### src/design/bct_pkg.sv
// Package: types, constants and helper functions of the centroid tracker.
package bct_pkg;

   localparam int CoordW = 10;
   localparam int SumW   = 31;
   localparam int CountW = 21;
   localparam int PosW   = 11;
   localparam int ZoneW  = 12;
   localparam int RootW  = 19;
   localparam int HalfW  = 20;
   localparam int CsrW   = 21;
   localparam int CsrIdxW = 3;
   localparam int UnitW  = 24;

   localparam int MaxWidthDefault  = 1024;
   localparam int MaxHeightDefault = 1024;

   localparam logic [CountW-1:0] CountMax = '1;

   // Register indexes
   localparam logic [CsrIdxW-1:0] CsrStepMin   = 3'd0;
   localparam logic [CsrIdxW-1:0] CsrStepMax   = 3'd1;
   localparam logic [CsrIdxW-1:0] CsrMinPixels = 3'd2;
   localparam logic [CsrIdxW-1:0] CsrMargin    = 3'd3;
   localparam logic [CsrIdxW-1:0] CsrWidth     = 3'd4;
   localparam logic [CsrIdxW-1:0] CsrHeight    = 3'd5;

   // Register reset values
   localparam logic [9:0]        StepMinReset   = 10'd5;
   localparam logic [9:0]        StepMaxReset   = 10'd100;
   localparam logic [CountW-1:0] MinPixelsReset = 21'd10;
   localparam logic [9:0]        MarginReset    = 10'd85;
   localparam logic [10:0]       WidthReset     = 11'd640;
   localparam logic [10:0]       HeightReset    = 11'd480;

   localparam logic signed [ZoneW-1:0] ZoneLow  = -12'sd1024;
   localparam logic signed [ZoneW-1:0] ZoneHigh = 12'sd2047;

   typedef struct packed {
      logic signed [ZoneW-1:0] left;
      logic signed [ZoneW-1:0] top;
      logic signed [ZoneW-1:0] right;
      logic signed [ZoneW-1:0] bottom;
   } zone_type;

   typedef struct packed {
      logic [SumW-1:0]   sum_x;
      logic [SumW-1:0]   sum_y;
      logic [CountW-1:0] count;
   } totals_type;

   typedef struct packed {
      logic [9:0]        min_step;
      logic [9:0]        max_step;
      logic [CountW-1:0] min_pixels;
      logic [9:0]        margin;
      logic [10:0]       width;
      logic [10:0]       height;
   } cfg_type;

   // Step one axis toward its target.
   function automatic logic signed [PosW-1:0] smooth_axis(
         input logic signed [PosW-1:0] pos,
         input logic signed [PosW-1:0] tgt,
         input logic [9:0] smin,
         input logic [9:0] smax);
      logic signed [PosW:0] diff;
      logic [PosW-1:0]      span;
      logic [PosW-1:0]      s;
      logic signed [PosW:0] moved;
      diff = {pos[PosW-1], pos} - {tgt[PosW-1], tgt};
      span = diff[PosW] ? PosW'(-diff) : diff[PosW-1:0];
      s = span >> 1;
      if (s > {1'b0, smax}) s = {1'b0, smax};
      if (s < {1'b0, smin}) s = {1'b0, smin};
      moved = diff[PosW] ? ({pos[PosW-1], pos} + $signed({1'b0, s}))
                         : ({pos[PosW-1], pos} - $signed({1'b0, s}));
      if (span > {1'b0, smin}) return moved[PosW-1:0];
      else return pos;
   endfunction

   // Position +/- half size, truncated toward zero, clamped.
   function automatic logic signed [ZoneW-1:0] zone_bound(
         input logic signed [PosW-1:0] pos,
         input logic [HalfW-1:0] h,
         input logic upper);
      logic signed [31:0] v;
      logic signed [31:0] q;
      v = $signed({{12{pos[PosW-1]}}, pos, 9'b0});
      v = upper ? v + $signed({12'b0, h}) : v - $signed({12'b0, h});
      q = v[31] ? ((v + 32'sd511) >>> 9) : (v >>> 9);
      if (q < 32'(ZoneLow)) return ZoneLow;
      else if (q > 32'(ZoneHigh)) return ZoneHigh;
      else return q[ZoneW-1:0];
   endfunction

endpackage

### src/design/blob_centroid_tracker.sv
// Sequence: a pixel without end of frame is added to the registered sums; an
// end-of-frame pixel starts the solver, which runs DIVX, DIVY, ROOT, TRACK,
// ZONE and DONE (count 0 skips to TRACK). Throughput: one pixel per cycle during
// the frame; after end of frame the input stalls while the solver is busy.
// Reset: synchronous, active high; registers, sums, position and zone return
// to their initial values.
module blob_centroid_tracker import bct_pkg::*; #(
   parameter int MAX_WIDTH  = MaxWidthDefault,
   parameter int MAX_HEIGHT = MaxHeightDefault
) (
   input  logic                clock,
   input  logic                reset,
   input  logic                req_tvalid,
   output logic                req_tready,
   input  logic [23:0]         req_tdata,   // pixel_x[9:0], pixel_y[19:10], zero fill
   input  logic                req_tuser,   // in_mask
   input  logic                req_tlast,   // end_of_frame
   output logic                rsp_tvalid,
   input  logic                rsp_tready,
   output logic [119:0]        rsp_tdata,   // centroid_x, centroid_y, pixel_count,
                                            // tracked_x, tracked_y, zone_left_out,
                                            // zone_top_out, zone_right_out,
                                            // zone_bottom_out, zero fill
   input  logic                csr_we,
   input  logic [CsrIdxW-1:0]  csr_index,
   input  logic [CsrW-1:0]     csr_wdata
);

   cfg_type                cfg_ff;
   totals_type             totals;
   zone_type               zone, out_zone;
   logic                   busy, accept;
   logic signed [PosW-1:0] cx, cy, tx, ty;
   logic [CountW-1:0]      count;

   // Write configuration registers
   always_ff @(posedge clock) begin
      if (reset) begin
         cfg_ff.min_step   <= StepMinReset;
         cfg_ff.max_step   <= StepMaxReset;
         cfg_ff.min_pixels <= MinPixelsReset;
         cfg_ff.margin     <= MarginReset;
         cfg_ff.width      <= WidthReset;
         cfg_ff.height     <= HeightReset;
      end else if (csr_we) begin
         unique case (csr_index)
            CsrStepMin:   cfg_ff.min_step   <= csr_wdata[9:0];
            CsrStepMax:   cfg_ff.max_step   <= csr_wdata[9:0];
            CsrMinPixels: cfg_ff.min_pixels <= csr_wdata;
            CsrMargin:    cfg_ff.margin     <= csr_wdata[9:0];
            CsrWidth:     cfg_ff.width      <= csr_wdata[10:0];
            CsrHeight:    cfg_ff.height     <= csr_wdata[10:0];
            default: ;
         endcase
      end
   end

   assign req_tready = ~busy;
   assign accept     = req_tvalid & ~busy;

   bct_accum u_accum (
      .clock, .reset, .accept,
      .pixel_x(req_tdata[9:0]), .pixel_y(req_tdata[19:10]),
      .in_mask(req_tuser), .end_of_frame(req_tlast),
      .zone, .totals
   );

   bct_solver #(.MAX_WIDTH(MAX_WIDTH), .MAX_HEIGHT(MAX_HEIGHT)) u_solver (
      .clock, .reset,
      .start(accept & req_tlast), .totals, .cfg(cfg_ff),
      .out_ready(rsp_tready), .busy, .zone,
      .out_valid(rsp_tvalid), .out_cx(cx), .out_cy(cy), .out_count(count),
      .out_tx(tx), .out_ty(ty), .out_zone
   );

   assign rsp_tdata = {7'b0, out_zone.bottom, out_zone.right, out_zone.top,
                       out_zone.left, ty, tx, count, cy, cx};

endmodule

### src/design/bct_accum.sv
// Pixel accumulator: sums x, y and count of set pixels inside the zone.
module bct_accum import bct_pkg::*; (
   input  logic              clock,
   input  logic              reset,
   input  logic              accept,
   input  logic [CoordW-1:0] pixel_x,
   input  logic [CoordW-1:0] pixel_y,
   input  logic              in_mask,
   input  logic              end_of_frame,
   input  zone_type          zone,
   output totals_type        totals
);

   totals_type acc_ff, acc_in;
   logic       hit;

   // Test zone membership and saturation
   always_comb begin
      hit = in_mask
         && $signed({2'b0, pixel_x}) >= zone.left && $signed({2'b0, pixel_x}) < zone.right
         && $signed({2'b0, pixel_y}) >= zone.top  && $signed({2'b0, pixel_y}) < zone.bottom
         && acc_ff.count != CountMax;
      totals = acc_ff;
      if (hit) begin
         totals.sum_x = acc_ff.sum_x + SumW'(pixel_x);
         totals.sum_y = acc_ff.sum_y + SumW'(pixel_y);
         totals.count = acc_ff.count + 1'b1;
      end
      acc_in = acc_ff;
      if (accept) begin
         acc_in = end_of_frame ? '0 : totals;
      end
   end

   // Hold running sums; clear at end of frame
   always_ff @(posedge clock) begin
      if (reset) begin
         acc_ff <= '0;
      end else begin
         acc_ff <= acc_in;
      end
   end

endmodule

### src/design/bct_cmpsub.sv
// Shared compare-subtract unit used by the divider and the square root.
module bct_cmpsub import bct_pkg::*; (
   input  logic [UnitW-1:0] a,
   input  logic [UnitW-1:0] b,
   output logic             ge,
   output logic [UnitW-1:0] diff
);

   logic [UnitW:0] full;

   // Subtract once, take the borrow as the compare
   always_comb begin
      full = {1'b0, a} - {1'b0, b};
      ge   = ~full[UnitW];
      diff = full[UnitW-1:0];
   end

endmodule

### src/design/bct_solver.sv
// End-of-frame sequencer: divides, takes the root, tracks and sizes the zone.
module bct_solver import bct_pkg::*; #(
   parameter int MAX_WIDTH  = MaxWidthDefault,
   parameter int MAX_HEIGHT = MaxHeightDefault
) (
   input  logic                    clock,
   input  logic                    reset,
   input  logic                    start,
   input  totals_type              totals,
   input  cfg_type                 cfg,
   input  logic                    out_ready,
   output logic                    busy,
   output zone_type                zone,
   output logic                    out_valid,
   output logic signed [PosW-1:0]  out_cx,
   output logic signed [PosW-1:0]  out_cy,
   output logic [CountW-1:0]       out_count,
   output logic signed [PosW-1:0]  out_tx,
   output logic signed [PosW-1:0]  out_ty,
   output zone_type                out_zone
);

   typedef enum logic [2:0] {IDLE, DIVX, DIVY, ROOT, TRACK, ZONE, DONE} state_type;

   localparam logic [12:0] MaxW = 13'(MAX_WIDTH);
   localparam logic [12:0] MaxH = 13'(MAX_HEIGHT);

   state_type                state_ff;
   logic [4:0]               cnt_ff;
   logic [UnitW-1:0]         rem_ff;
   logic [37:0]              num_ff;
   logic [SumW-1:0]          quo_ff;
   logic [SumW-1:0]          sy_ff;
   logic [CountW-1:0]        count_ff;
   logic signed [PosW-1:0]   cx_ff, cy_ff, px_ff, py_ff;
   logic [RootW-1:0]         root_ff;
   zone_type                 zone_ff;
   logic                     valid_ff;
   logic signed [PosW-1:0]   ocx_ff, ocy_ff, otx_ff, oty_ff;
   logic [CountW-1:0]        ocount_ff;
   zone_type                 ozone_ff;

   logic [UnitW-1:0]         ua, ub, udiff;
   logic                     uge;
   logic [UnitW-1:0]         rem_in;
   logic [SumW-1:0]          quo_in;
   logic signed [PosW-1:0]   bx, by;
   logic [HalfW-1:0]         h;
   logic [12:0]              fw, fh;

   // Feed the shared unit from the running step
   always_comb begin
      if (state_ff == ROOT) begin
         ua = {rem_ff[UnitW-3:0], num_ff[37:36]};
         ub = {3'b0, quo_ff[RootW-1:0], 2'b01};
      end else begin
         ua = {rem_ff[UnitW-2:0], num_ff[SumW-1]};
         ub = {3'b0, count_ff};
      end
      rem_in = uge ? udiff : ua;
      quo_in = {quo_ff[SumW-2:0], uge};
   end

   bct_cmpsub u_unit (.a(ua), .b(ub), .ge(uge), .diff(udiff));

   // Lost position jumps to the centroid before smoothing; form half size and frame clamps
   always_comb begin
      if (px_ff == -11'sd1 || py_ff == -11'sd1) begin
         bx = cx_ff;
         by = cy_ff;
      end else begin
         bx = px_ff;
         by = py_ff;
      end
      h  = HalfW'(root_ff) + HalfW'({cfg.margin, 8'b0});
      fw = ({2'b0, cfg.width}  < MaxW) ? {2'b0, cfg.width}  : MaxW;
      fh = ({2'b0, cfg.height} < MaxH) ? {2'b0, cfg.height} : MaxH;
   end

   // Sequence the frame-end work and hold the result register
   always_ff @(posedge clock) begin
      if (reset) begin
         state_ff     <= IDLE;
         valid_ff     <= 1'b0;
         px_ff        <= -11'sd1;
         py_ff        <= -11'sd1;
         zone_ff.left   <= '0;
         zone_ff.top    <= '0;
         zone_ff.right  <= 12'sd640;
         zone_ff.bottom <= 12'sd480;
      end else begin
         if (state_ff == DONE && (!valid_ff || out_ready)) valid_ff <= 1'b1;
         else if (valid_ff && out_ready) valid_ff <= 1'b0;
         unique case (state_ff)
            IDLE: begin
               if (start) begin
                  count_ff <= totals.count;
                  sy_ff    <= totals.sum_y;
                  num_ff   <= 38'(totals.sum_x);
                  rem_ff   <= '0;
                  quo_ff   <= '0;
                  cnt_ff   <= 5'(SumW - 1);
                  cx_ff    <= -11'sd1;
                  cy_ff    <= -11'sd1;
                  root_ff  <= '0;
                  state_ff <= (totals.count == '0) ? TRACK : DIVX;
               end
            end
            DIVX, DIVY: begin
               if (cnt_ff == '0) begin
                  rem_ff <= '0;
                  quo_ff <= '0;
                  if (state_ff == DIVX) begin
                     cx_ff    <= quo_in[PosW-1:0];
                     num_ff   <= 38'(sy_ff);
                     cnt_ff   <= 5'(SumW - 1);
                     state_ff <= DIVY;
                  end else begin
                     cy_ff    <= quo_in[PosW-1:0];
                     num_ff   <= {1'b0, count_ff, 16'b0};
                     cnt_ff   <= 5'(RootW - 1);
                     state_ff <= ROOT;
                  end
               end else begin
                  rem_ff <= rem_in;
                  quo_ff <= quo_in;
                  num_ff <= num_ff << 1;
                  cnt_ff <= cnt_ff - 1'b1;
               end
            end
            ROOT: begin
               rem_ff <= rem_in;
               quo_ff <= quo_in;
               num_ff <= num_ff << 2;
               cnt_ff <= cnt_ff - 1'b1;
               if (cnt_ff == '0) begin
                  root_ff  <= quo_in[RootW-1:0];
                  state_ff <= TRACK;
               end
            end
            TRACK: begin
               if (count_ff > cfg.min_pixels) begin
                  px_ff <= smooth_axis(bx, cx_ff, cfg.min_step, cfg.max_step);
                  py_ff <= smooth_axis(by, cy_ff, cfg.min_step, cfg.max_step);
               end else begin
                  px_ff <= -11'sd1;
                  py_ff <= -11'sd1;
               end
               state_ff <= ZONE;
            end
            ZONE: begin
               if (count_ff == '0) begin
                  zone_ff.left   <= '0;
                  zone_ff.top    <= '0;
                  zone_ff.right  <= fw[ZoneW-1:0];
                  zone_ff.bottom <= fh[ZoneW-1:0];
               end else begin
                  zone_ff.left   <= zone_bound(px_ff, h, 1'b0);
                  zone_ff.top    <= zone_bound(py_ff, h, 1'b0);
                  zone_ff.right  <= zone_bound(px_ff, h, 1'b1);
                  zone_ff.bottom <= zone_bound(py_ff, h, 1'b1);
               end
               state_ff <= DONE;
            end
            DONE: begin
               if (!valid_ff || out_ready) begin
                  ocx_ff    <= cx_ff;
                  ocy_ff    <= cy_ff;
                  ocount_ff <= count_ff;
                  otx_ff    <= px_ff;
                  oty_ff    <= py_ff;
                  ozone_ff  <= zone_ff;
                  state_ff  <= IDLE;
               end
            end
            default: state_ff <= IDLE;
         endcase
      end
   end

   assign busy      = (state_ff != IDLE);
   assign zone      = zone_ff;
   assign out_valid = valid_ff;
   assign out_cx    = ocx_ff;
   assign out_cy    = ocy_ff;
   assign out_count = ocount_ff;
   assign out_tx    = otx_ff;
   assign out_ty    = oty_ff;
   assign out_zone  = ozone_ff;

endmodule

### config.mk
export PLATFORM = sky130hd
export DESIGN_NAME = blob_centroid_tracker
export DESIGN_NICKNAME = d
export VERILOG_FILES = /design/src/design/bct_pkg.sv /design/src/design/blob_centroid_tracker.sv /design/src/design/bct_accum.sv /design/src/design/bct_cmpsub.sv /design/src/design/bct_solver.sv
export SDC_FILE = /design/constraint.sdc
export NUM_CORES = 1
export LEC_CHECK = 0
export BUFFER_PORTS_ARGS = -buffer_cell sky130_fd_sc_hd__buf_4
export CAP_MARGIN = 20
export CORE_UTILIZATION = 65
export DETAILED_ROUTE_END_ITERATION = 10
export PLACE_DENSITY_LB_ADDON = 0.3
export SYNTH_ARGS = -nofsm -noshare
export SYNTH_HDL_FRONTEND = slang
export SYNTH_SLANG_ARGS = --single-unit
### constraint.sdc
create_clock -name clock -period 22.9 [get_ports clock]
set_input_delay 4.58 -clock clock [delete_from_list [all_inputs] [get_ports clock]]
set_output_delay 4.58 -clock clock [all_outputs]
set_load 0.1 [all_outputs]
==> results.yml <==
run_status:
  status: "completed"
cts:
  holdBufCountCts: 0
  clock_sinks: 521
  cts_tree: "done"
  cts_max_level: 2
  cts_buffer_depth: 3
  post-cts-setup-buffer-count: 0
  path_clk_slew_ps: 80
  cts_buffers: 53
  clk_latency_ps: 630
  ctsRootBufferMaster: "clkbuf_16"
  cts_resized: 0
route:
  drt-pass1-iter-count: 6
  drt-total-wl_mm: 102.5
  drt-wirelength-per-cell_microns: 22.22
  drc_errors: 0
  via_per_inst: 6.562
  ant_nets: 0
  drt_iter0_markers: 3692
  via_count: 30270
worst_setup_path:
  cpLargestDelayFamily: "compound AO/OA/AOI/OAI gates"
  slowest_stage: "o21ai_0"
  crit_type: "reg -> reg"
  cp.required_ps: 23360
  cpMostUsedCell: "a21o_1"
  arrival_ps: 12520
  crit_path_max_fanout: 42
  cp-startpoint: "u_solver.py_ff[10]"
  worst_setup_path_end_kind: "flop"
  startpoint_type: "flop"
  max_stage_delay_ps: 740
  r2r_start: "u_solver.py_ff[10]"
  crit_buf_inv: 1
sta:
  setup_tns_ps: 0
  grt_setup_unrepaired: "no"
  fmax_mhz: 82.89
  setup_violations: 0
  fin_crit_ps: 12060
  skew_ps: 28.88
  max-slew-margin-rel: 0.2688
  slew_violations: 0
  tightest_slew_ps: 1093
  setup_slack_ps: 10840
  fin_crit_sh: 0.5268
  hold_viol: 0
global_routing:
  grt_pass1_wl_mm: 157.5
  track_usage: 0.3769
  grt_max_degree: 120
  overflow: 0
  antenna_found_initial: 3
  first_global_vias: 28420
floorplan:
  fp.dieArea_sq_um: 53770
  ios: 177
  die_h_microns: 231.9
  design.core.area_sq_um: 51720
  start_util: 0.6642
  rows: 83
  die_w_microns: 231.9
synth:
  synth_edf_count: 291
  synth_most_common_cell: "nand2_1"
  synth_seq_cells: 521
  yosys-top-cells-area: "edfxtp_1 25%, dfxtp_1 13%, ha_1 9.7%"
  ys_top_cells_by_count: "448 x nand2_1, 291 x edfxtp_1, 283 x a21oi_1"
  yosys.area.top_type_share: 0.2544
  ys_types: 111
  avgSynthCellArea_sq_um: 9.027
  synthArstFlopShare: 0
  synthesis.instances: 3805
  seq_area_frac_synth: 0.3884
  yosysWarnings: 0
  yosysTopAreaCell: "edfxtp_1"
  synth_ff_type: "edfxtp_1"
  synth.cell_area_sq_um: 34350
finish:
  syn_to_final_growth_pct: 10.34
  nets: 4218
  layout-drive-gt1-share: 0.1023
  fillCellCount: 3809
min_path:
  hp-start: "u_solver.zone[7]"
  hold_path_class: "reg -> reg"
placement:
  place_hpwl_mm: 73.58
  io_buffers: 165
  gp_congestion: 0.9816
  place_ws_ps: 11330
flow_run:
  drv_cap: 0
-- state kept, by name, summed over array words and instances, names as in the netlist, 19 cells and up --
register	count
cfg_ff	73
u_accum.acc_ff	83
u_solver.count_ff	21
u_solver.num_ff	38
u_solver.out_count	21
u_solver.out_zone	48
u_solver.quo_ff	19
u_solver.rem_ff	23
u_solver.root_ff	19
u_solver.sy_ff	31
u_solver.zone	48
-- worst paths after layout --
path / to / slack, ps / cells after the start
worst max-delay path: u_solver.px_ff[9] / 10840 / 42
worst min-delay path: u_solver.out_zone[7] / 410 / 0
worst max register to register: u_solver.px_ff[9] / 10840 / 42
worst min register to register: u_solver.out_zone[7] / 410 / 0
-- final cells by class --
class / count / area, sq um / share of cell area
Multi-Input combinational cell: 2864 / 19400 / 0.5120
Sequential cell: 521 / 13340 / 0.3520
Timing Repair Buffer: 213 / 1624 / 0.04285
Clock buffer: 69 / 1499 / 0.03955
Inverter: 233 / 875.8 / 0.02311
Tap cell: 680 / 850.8 / 0.02245
Clock inverter: 31 / 299.0 / 0.007890
Antenna cell: 2 / 5.005 / 0.0001320
-- metal layers --
layer,part of all wire,track usage,wire length (microns)
met5,0,0,0
met4,0.050,0.1793,5107
met3,0.11,0.07502,11160
met2,0.44,0.5884,45330
met1,0.40,0.5013,40890
-- placed cells by master (no fill, tap or decap), drive strengths merged, types with 27 or more instances in the layout --
master  count
ha        267
o21a       40
a211oi     62
nand4      51
xnor2     166
buf       213
o21ai     204
and2       68
inv       232
o211ai     27
o21bai     41
nand2     448
and3       35
a21oi     285
a21o       44
mux2       34
mux2i      45
a31oi      39
nor2b      30
nand3      89
or3        49
a22oi      31
xor2       86
clkbuf     69
nand2b     40
dfxtp     230
edfxtp    291
nor3       80
nor2      252
-- metrics by stage --
step / util / std cells / cell area [sq um] / hold WS, ps
CTS: 0.7319 / 4607 / 37850 / 409.7
finish: 0.7329 / 4613 / 37900 / 408.2
global placement: 0.6972 / 4507 / 36060 / 412.3
floorplan: - / 3811 / 34370 / 408.2
global route: 0.7328 / 4612 / 37900 / 429.2
detailed placement: 0.6972 / 4507 / 36060 / 418.3
-- logic make-up after synthesis --
group           share of synthesized area
simple gates                       0.1708
compound gates                     0.1990
flops                              0.3884
buf+inv                           0.04866
fa+ha+maj                          0.1031
xor+xnor                          0.06469
mux                               0.02521
other cells                     0.0001092
Power is left out: the tool's default activity adds up to more than one toggle a clock period on the data nets, which glitch-free logic cannot reach.
